File: src/sv/lfd_pkg.sv
`default_nettype none
package lfd_pkg;

  localparam int unsigned FrameLen = 21;
  localparam int unsigned PosW     = $clog2(FrameLen);

  localparam logic [PosW-1:0] POS_FIRST = '0;
  localparam logic [PosW-1:0] POS_LAST  = PosW'(FrameLen - 1);
  localparam logic [PosW-1:0] POS_SUM_LO  = PosW'(1);
  localparam logic [PosW-1:0] POS_SUM_HI  = PosW'(17);
  localparam logic [PosW-1:0] POS_SUM_XTR = PosW'(19);

  localparam logic [7:0] SYNC_BYTE = 8'hE0;
  localparam logic [7:0] TAIL_BYTE = 8'hEB;
  localparam logic [7:0] LEN_BYTE  = 8'(FrameLen);

  localparam logic [7:0] REC_FUNCTION   = 8'h00;
  localparam logic [7:0] REC_TIMING     = 8'h1B;
  localparam logic [7:0] REC_FINAL      = 8'h1C;
  localparam logic [7:0] REC_BY_TIME    = 8'h3A;
  localparam logic [7:0] REC_LAPS_TOTAL = 8'h3B;
  localparam logic [7:0] REC_LAPS_INDIV = 8'h3C;
  localparam logic [7:0] REC_F1         = 8'h3D;

  localparam logic [7:0] FUNC_FIRST = 8'hA1;
  localparam logic [7:0] FUNC_LAST  = 8'hA7;
  localparam logic [7:0] FAST_LO    = 8'hA8;
  localparam logic [7:0] FAST_HI    = 8'hA9;

  typedef enum logic [2:0] {
    KIND_FUNCTION   = 3'd0,
    KIND_TIMING     = 3'd1,
    KIND_FINAL      = 3'd2,
    KIND_BY_TIME    = 3'd3,
    KIND_LAPS_TOTAL = 3'd4,
    KIND_LAPS_INDIV = 3'd5,
    KIND_F1         = 3'd6,
    KIND_UNKNOWN    = 3'd7
  } kind_t;

  localparam logic [2:0] FUNC_UNKNOWN = 3'd7;

  localparam int unsigned ERR_CHECKSUM = 0;
  localparam int unsigned ERR_LENGTH   = 1;
  localparam int unsigned ERR_TAIL     = 2;

  typedef logic [FrameLen-1:0][7:0] frame_t;

  typedef struct packed {
    logic            emit;
    logic            last;
  } trk_status_t;

  typedef struct packed {
    logic [2:0]  error_flags;
    logic [39:0] time_bcd;
    logic [14:0] laps;
    logic [15:0] program_values;
    logic [3:0]  lane;
    logic        fast_lap;
    logic        is_start_frame;
    logic [2:0]  function_kind;
    logic [7:0]  record_byte;
    kind_t       record_kind;
    logic [7:0]  model_byte;
  } record_t;

endpackage
`default_nettype wire

File: src/sv/lfd_track.sv
`default_nettype none
module lfd_track
  import lfd_pkg::*;
(
  input  wire logic        clk,
  input  wire logic        rst_n,
  input  wire logic        step,
  input  wire logic [7:0]  rx_byte,
  output trk_status_t      status,
  output frame_t           frame,
  output logic [7:0]       sum
);

  logic            sync_r, sync_nxt;
  logic [PosW-1:0] pos_r, pos_nxt;
  frame_t          store_r;
  logic            differs_r, differs_nxt;
  logic [7:0]      sum_r, sum_nxt;

  logic            take;
  logic [PosW-1:0] eff_pos;
  logic            diff_now;
  logic            in_sum;

  // Before sync only the start byte is taken, and it lands in slot zero.
  assign take     = sync_r || (rx_byte == SYNC_BYTE);
  assign eff_pos  = sync_r ? pos_r : POS_FIRST;
  assign diff_now = (store_r[eff_pos] != rx_byte);
  assign in_sum   = ((eff_pos >= POS_SUM_LO) && (eff_pos <= POS_SUM_HI)) ||
                    (eff_pos == POS_SUM_XTR);

  always_comb begin
    sync_nxt    = sync_r;
    pos_nxt     = pos_r;
    differs_nxt = differs_r;
    sum_nxt     = sum_r;
    if (take) begin
      sync_nxt    = 1'b1;
      differs_nxt = (eff_pos == POS_FIRST) ? diff_now : (differs_r | diff_now);
      if (eff_pos == POS_FIRST) begin
        sum_nxt = '0;
      end else if (in_sum) begin
        sum_nxt = sum_r + rx_byte;
      end
      pos_nxt = (eff_pos == POS_LAST) ? POS_FIRST : eff_pos + 1'b1;
    end
  end

  // Slots not yet reached in the current frame still hold the last complete frame,
  // which is also the last emitted one: a frame that gave no record equals it byte for byte.
  always_ff @(posedge clk) begin
    if (!rst_n) begin
      sync_r    <= 1'b0;
      pos_r     <= POS_FIRST;
      differs_r <= 1'b0;
      sum_r     <= '0;
      store_r   <= '0;
    end else if (step) begin
      sync_r    <= sync_nxt;
      pos_r     <= pos_nxt;
      differs_r <= differs_nxt;
      sum_r     <= sum_nxt;
      if (take) begin
        store_r[eff_pos] <= rx_byte;
      end
    end
  end

  always_comb begin
    frame           = store_r;
    frame[POS_LAST] = rx_byte;
  end

  assign sum         = sum_r;
  assign status.last = take && (eff_pos == POS_LAST);
  assign status.emit = status.last && differs_nxt;

endmodule
`default_nettype wire

File: src/sv/lfd_decode.sv
`default_nettype none
module lfd_decode
  import lfd_pkg::*;
(
  input  wire frame_t      frame,
  input  wire logic [7:0]  sum,
  output record_t          rec
);

  logic [7:0] b7, b8, b9, b10, b11, b12;
  kind_t      kind;
  logic       start;
  logic [3:0] lane_dec;

  assign b7  = frame[7];
  assign b8  = frame[8];
  assign b9  = frame[9];
  assign b10 = frame[10];
  assign b11 = frame[11];
  assign b12 = frame[12];

  always_comb begin
    case (b7)
      REC_FUNCTION:   kind = KIND_FUNCTION;
      REC_TIMING:     kind = KIND_TIMING;
      REC_FINAL:      kind = KIND_FINAL;
      REC_BY_TIME:    kind = KIND_BY_TIME;
      REC_LAPS_TOTAL: kind = KIND_LAPS_TOTAL;
      REC_LAPS_INDIV: kind = KIND_LAPS_INDIV;
      REC_F1:         kind = KIND_F1;
      default:        kind = KIND_UNKNOWN;
    endcase
  end

  // Lane byte is one-hot with the top bit meaning lane one.
  always_comb begin
    case (b10)
      8'h80:   lane_dec = 4'd1;
      8'h40:   lane_dec = 4'd2;
      8'h20:   lane_dec = 4'd3;
      8'h10:   lane_dec = 4'd4;
      8'h08:   lane_dec = 4'd5;
      8'h04:   lane_dec = 4'd6;
      8'h02:   lane_dec = 4'd7;
      8'h01:   lane_dec = 4'd8;
      default: lane_dec = 4'd0;
    endcase
  end

  assign start = (b8 == FUNC_FIRST);

  always_comb begin
    rec.model_byte     = frame[3];
    rec.record_kind    = kind;
    rec.record_byte    = b7;
    if ((kind == KIND_FUNCTION) && (b8 inside {[FUNC_FIRST:FUNC_LAST]})) begin
      rec.function_kind = 3'(b8 - FUNC_FIRST);
    end else begin
      rec.function_kind = FUNC_UNKNOWN;
    end
    rec.is_start_frame = start;
    rec.fast_lap       = !start && ((b9 == FAST_LO) || (b9 == FAST_HI));
    rec.lane           = (!start && (b7 != REC_FUNCTION)) ? lane_dec : 4'd0;
    rec.program_values = {b9, b10};
    rec.laps           = {11'd0, b11[7:4]} * 15'd1000 + {11'd0, b11[3:0]} * 15'd100
                       + {11'd0, b12[7:4]} * 15'd10 + {11'd0, b12[3:0]};
    rec.time_bcd       = {frame[13], frame[14], frame[15], frame[16], frame[17]};
    rec.error_flags[ERR_CHECKSUM] = (sum != frame[18]);
    rec.error_flags[ERR_LENGTH]   = (frame[2] != LEN_BYTE);
    rec.error_flags[ERR_TAIL]     = (frame[20] != TAIL_BYTE);
  end

endmodule
`default_nettype wire

File: src/sv/lap_timer_frame_decoder_core.sv
// Path: a byte that closes a changed frame moves from the input register through the frame
// tracker, and its record is registered in the output register, from which it is presented.
// Throughput: one byte per cycle; the input register and frame tracker advance together, and
// only a changed frame end meeting a full, stalled output stops the input.
// Reset: synchronous, active low; sync is lost, the byte position returns to zero and the frame
// history is cleared to zeros, so the first frame differs from it and always gives a record.
`default_nettype none
module lap_timer_frame_decoder_core
  import lfd_pkg::*;
(
  input  wire logic         clk,
  input  wire logic         rst_n,
  input  wire logic         in_tvalid,
  output logic              in_tready,
  input  wire logic [7:0]   in_tdata,   // [7:0] rx_byte
  output logic              out_tvalid,
  input  wire logic         out_tready,
  // [7:0] model_byte, [15:8] record_byte, [16] fast_lap, [20:17] lane,
  // [36:21] program_values, [51:37] laps, [91:52] time_bcd, [94:92] error_flags,
  // [95] zero fill
  output logic [95:0]       out_tdata,
  // [2:0] record_kind, [5:3] function_kind, [6] is_start_frame, [7] zero fill
  output logic [7:0]        out_tuser
);

  // Input register: one received byte waiting to be folded into the frame.
  logic       s1_valid_r;
  logic [7:0] s1_byte_r;

  // Output register: one decoded record waiting for the consumer.
  logic       out_valid_r;
  record_t    out_rec_r;

  trk_status_t status;
  frame_t      frame;
  logic [7:0]  sum;
  record_t     rec;
  logic        out_free;
  logic        advance;

  // The held byte moves on unless it closes a changed frame while the
  // output register is still occupied by a record nobody has taken.
  assign out_free  = !out_valid_r || out_tready;
  assign advance   = s1_valid_r && (!status.emit || out_free);
  assign in_tready = !s1_valid_r || advance;

  always_ff @(posedge clk) begin
    if (!rst_n) begin
      s1_valid_r <= 1'b0;
    end else if (in_tready) begin
      s1_valid_r <= in_tvalid;
    end
  end

  always_ff @(posedge clk) begin
    if (in_tready && in_tvalid) begin
      s1_byte_r <= in_tdata;
    end
  end

  // Sync search, byte position, frame history, change detection and checksum.
  lfd_track u_track (
    .clk     (clk),
    .rst_n   (rst_n),
    .step    (advance),
    .rx_byte (s1_byte_r),
    .status  (status),
    .frame   (frame),
    .sum     (sum)
  );

  // Field extraction of the completed frame; only sampled at a frame end.
  lfd_decode u_decode (
    .frame (frame),
    .sum   (sum),
    .rec   (rec)
  );

  always_ff @(posedge clk) begin
    if (!rst_n) begin
      out_valid_r <= 1'b0;
    end else if (advance && status.emit) begin
      out_valid_r <= 1'b1;
    end else if (out_tready) begin
      out_valid_r <= 1'b0;
    end
  end

  always_ff @(posedge clk) begin
    if (advance && status.emit) begin
      out_rec_r <= rec;
    end
  end

  assign out_tvalid = out_valid_r;
  assign out_tdata  = {1'b0, out_rec_r.error_flags, out_rec_r.time_bcd, out_rec_r.laps,
                       out_rec_r.program_values, out_rec_r.lane, out_rec_r.fast_lap,
                       out_rec_r.record_byte, out_rec_r.model_byte};
  assign out_tuser  = {1'b0, out_rec_r.is_start_frame, out_rec_r.function_kind,
                       out_rec_r.record_kind};

  // A record is only produced by the byte in the last slot of a frame.
  a_emit_at_frame_end: assert property (@(posedge clk) disable iff (!rst_n)
    (advance && status.emit) |-> status.last)
    else $error("record produced away from a frame end");

  // A changed frame end blocked by a full output keeps its byte in place.
  a_stall_holds_byte: assert property (@(posedge clk) disable iff (!rst_n)
    (s1_valid_r && status.emit && out_valid_r && !out_tready) |=>
      (s1_valid_r && $stable(s1_byte_r)))
    else $error("stalled frame end byte was lost");

  // A new record appears only after the tracker advanced on a frame end.
  a_record_has_source: assert property (@(posedge clk) disable iff (!rst_n)
    $rose(out_valid_r) |-> $past(advance && status.emit))
    else $error("record appeared without a frame end");

endmodule
`default_nettype wire
File: config.mk
export PLATFORM = sky130hd
export DESIGN_NAME = lap_timer_frame_decoder_core
export DESIGN_NICKNAME = d
export VERILOG_FILES = /design/src/sv/lfd_pkg.sv /design/src/sv/lfd_track.sv /design/src/sv/lfd_decode.sv /design/src/sv/lap_timer_frame_decoder_core.sv
export SDC_FILE = /design/constraint.sdc
export NUM_CORES = 1
export LEC_CHECK = 0
export BUFFER_PORTS_ARGS = -buffer_cell sky130_fd_sc_hd__buf_2
export CORE_MARGIN = 3
export CORE_UTILIZATION = 65
export DETAILED_ROUTE_END_ITERATION = 10
export HOLD_SLACK_MARGIN = 0.1
export PLACE_DENSITY_LB_ADDON = 0.12
export SYNTH_ARGS = -nofsm -noshare
export SYNTH_HDL_FRONTEND = slang
export SYNTH_SLANG_ARGS = --single-unit
File: constraint.sdc
create_clock -name clk -period 15.45 [get_ports clk]
set_input_delay 1.545 -clock clk [delete_from_list [all_inputs] [get_ports clk]]
set_output_delay 1.545 -clock clk [all_outputs]
set_load 0.02 [all_outputs]
==> run_results.csv <==
group,metric,value,unit
status,outcome,"finished, final reports clean",
sta,fin_skew,0.0113,ns
min_path,holdPathEnd,"out_tdata[78]",
sta,hold_viol,0,
synthesis,synth_warnings,0,
route,wirelength,35.2,mm
critical_path,reg2reg_depth,11,
route,dr_total_vias,10908,
sta,finalCriticalPeriod,6.13,ns
synthesis,synthesis.area,14000,µm²
critical_path,worst_path_max_delay_cell,"dfxtp_2",
placement,port_buffers,115,
sta,rsz0062_at_grt,"no",
sta,worstMarginPinSlew,1.05,ns
critical_path,path_class,"reg -> out",
final_layout,final_cell_mix,"o21ai_0 (186), nand3_1 (185), dfxtp_1 (183), buf_2 (114), edfxtp_1 (110)",
critical_path,r2r_setup_slack,10.62,ns
placement,hpwl,23.7,mm
sta,drv_slew,0,
min_path,hold_path.startpoint,"u_track.frame[114]",
synthesis,syn-mean-instance-area,10.1,µm²
floorplanning,die-area,23300,µm²
clock_network,path_clk_slew,0.06,ns
global_routing,grt_pass1_wl,55.8,mm
sta,finalSetupViolCount,0,
clock_network,cts_resized,0,
clock_network,cts_num_sinks,295,
synthesis,synth_flop_cell,"dfxtp_1",
global_routing,globalRouteOverflowTotal,0,
critical_path,arrival,4.59,ns
final_layout,syn_to_final_growth,10.4,%
synthesis,postSynth.asyncResetShare,0,%
critical_path,rr_endpoint,"out_tdata[2]",
route,ant_nets,0,
critical_path,critPathRequiredTime,13.91,ns
final_layout,layoutNonFillerInstCount,1726,
job,maxCapViolCount,0,
clock_network,cts_setup_buffers,0,
final_layout,multi_input_area,6250,µm²
route,drc,0,
sta,relSlewSlack,29.8,%
critical_path,cpPeakStageDelay,0.69,ns
clock_network,cts_tree,"yes",
clock_network,numCtsBuffers,30,
final_layout,drive_above_1_share,14.2,%
sta,setup_tns,0,ns
global_routing,grt_pass1_vias,10239,
global_routing,antenna_found_initial,1,
final_layout,final_nets,1525,
critical_path,timing.rr.start,"u_track.pos_r[0]",
global_routing,grt_use_total,29.3,%
final_layout,fillers,1486,
route,first_pass_iters,5,
floorplanning,core,20700,µm²
synthesis,synthCells,1381,
pwr,power_density,99.3,nW/µm²
critical_path,endpoint_kind,"output pin",
final_layout,n_antenna_cell,0,
sta,fmax,0.163,GHz
placement,gp_congestion,0.942,
clock_network,h-tree-depth,1,
pwr,p_leak,5.50,nW
route,first_iter_violations,1074,
critical_path,path_cells,"buf_4 > nand2b_1 > o221ai_1 > a21o_1 > a22o_1 > o41ai_2 > nand3_1 > nor4_2 > o21a_1 > nand3b_1 > buf_2",
sta,finalCritPeriodShare,39.7,%
pwr,ir_drop,0.102,mV
floorplanning,rows,52,
final_layout,mostFrequentLayoutCell,"o21ai_0",
critical_path,path_max_fanout,45,
critical_path,path_delay_family,"simple AND/OR/NAND/NOR gates",
critical_path,crit_cells,11,
clock_network,clockBufferDepth,3,
route,vias_per_cell,6.32,
clock_network,clock_latency,0.55,ns
global_routing,grt_max_degree,107,
critical_path,cp-start-kind,"flop",
clock_network,cts_root_buf,"clkbuf_16",
synthesis,ys_seq_area_share,50.2,%
critical_path,critPathBufInv,2,
floorplanning,start_util,67.5,%
min_path,whs_path_depth,0,
placement,place_inst,1670,
synthesis,synth-seq-cells,295,
pwr,p_total,0.00153,W
min_path,hold_class,"reg -> reg",
floorplanning,die_width,153,µm
synthesis,synth_edf_count,110,
route,wl_per_cell,20.4,µm
clock_network,holdBufCountCts,0,
floorplanning,pin_count,118,
final_layout,seqCellArea,7010,µm²
synthesis,synth_cell_types,82,
floorplanning,die_h,153,µm
-- synth_stat cells (all sizes together) (4+ instances only) --
library cell	n	area (µm²)
o221ai	7	67.6
o2bb2ai	5	43.8
nand4	5	31.3
nor3	10	50.1
nand2b	14	87.6
a2bb2oi	4	35.0
nand2	81	307
edfxtp	110	3300
nand3b	4	33.8
o22a	4	35.0
a31oi	4	25.0
a21o	8	60.1
a21oi	40	200
and2	5	31.3
o21a	9	67.6
nor2b	11	71.3
nand3	185	926
nor2	50	195
nor4	7	50.1
ha	63	788
o211ai	4	30.0
inv	56	210
xnor2	22	193
o31ai	5	42.5
clkbuf	72	270
mux4	4	90.1
xor2	17	149
buf	33	230
nor3b	4	35.0
dfxtp	185	3700
o21bai	4	30.0
o21ai	187	936
o22ai	23	144
mux2i	38	380
nor4b	4	50.1
a221oi	4	41.3
fa	18	360
a21boi	20	150
mux2	9	101
-- per-stage QoR --
stage	utilization [%]	cell area (µm²)	hold WS [ns]	worst slack (ns)
2_1_floorplan	-	14000	0.403	5.65
3_3_place_gp	69.8	14500	0.449	10.07
3_5_place_dp	69.8	14500	0.445	9.96
4_1_cts	74.5	15400	0.465	9.32
5_1_grt	74.5	15400	0.478	9.01
6_report	74.5	15400	0.460	9.32
-- where the power goes --
group          switching (W)   total, W  internal [W]  leakage (nW)
clock               0.000295   0.000694      0.000398         0.471
combinational      0.0000239  0.0000296    0.00000573          2.73
sequential        0.00000510   0.000808      0.000803          2.30
total               0.000324    0.00153       0.00121          5.50
-- per-layer routing --
layer / up-vias / GRT usage (%) / share of wire (%)
li1: 5110 / - / -
met1: 5256 / 41.0 / 42
met2: 460 / 47.6 / 47
met3: 80 / 4.60 / 7.5
met4: 2 / 8.91 / 3.0
met5: - / 0 / 0.037
-- state kept, by name (all words and copies together) (netlist names) --
register and count:
u_track.frame 160, out_tdata 95, s1_byte_r 8, u_track.store_r 8, u_track.sum 8, out_tuser 7, u_track.pos_r 5, out_tvalid 1
s1_valid_r 1, u_track.differs_r 1, u_track.sync_r 1
-- kinds of logic (layout without fill, tap and decap cells) --
| logic type | count (synthesis) | count (layout) | synth area share (%) |
|---|---|---|---|
| AOI/OAI and AO/OA | 352 | 352 | 15.4 |
| muxes | 51 | 51 | 4.09 |
| adders and majority gates | 81 | 81 | 8.23 |
| buffers and inverters | 161 | 235 | 5.09 |
| xor gates and xnor gates | 39 | 39 | 2.45 |
| and+or+nand+nor | 401 | 401 | 14.6 |
| other | 1 | 2 | 0.0269 |
| DFF | 295 | 295 | 50.2 |
-- area by class of cell --
cell class | instances | area share [%]
Timing Repair Buffer | 123 | 4.14
Tap cell | 270 | 2.19
Multi-Input combinational cell | 926 | 40.6
Clock buffer | 44 | 5.75
Sequential cell | 295 | 45.5
Inverter | 56 | 1.36
Clock inverter | 12 | 0.503
-- worst max path at each step --
stage | end | from | slack, ns
6_report | in_tready | u_track.pos_r[0] | 9.32
5_1_grt | in_tready | u_track.pos_r[0] | 9.01
4_1_cts | in_tready | u_track.pos_r[0] | 9.32
3_5_place_dp | in_tready | u_track.pos_r[0] | 9.96
3_3_place_gp | in_tready | u_track.pos_r[0] | 10.07
2_1_floorplan | out_tdata[0] | u_track.sync_r | 5.65
Note: power is estimated with default switching activity, not from simulation.
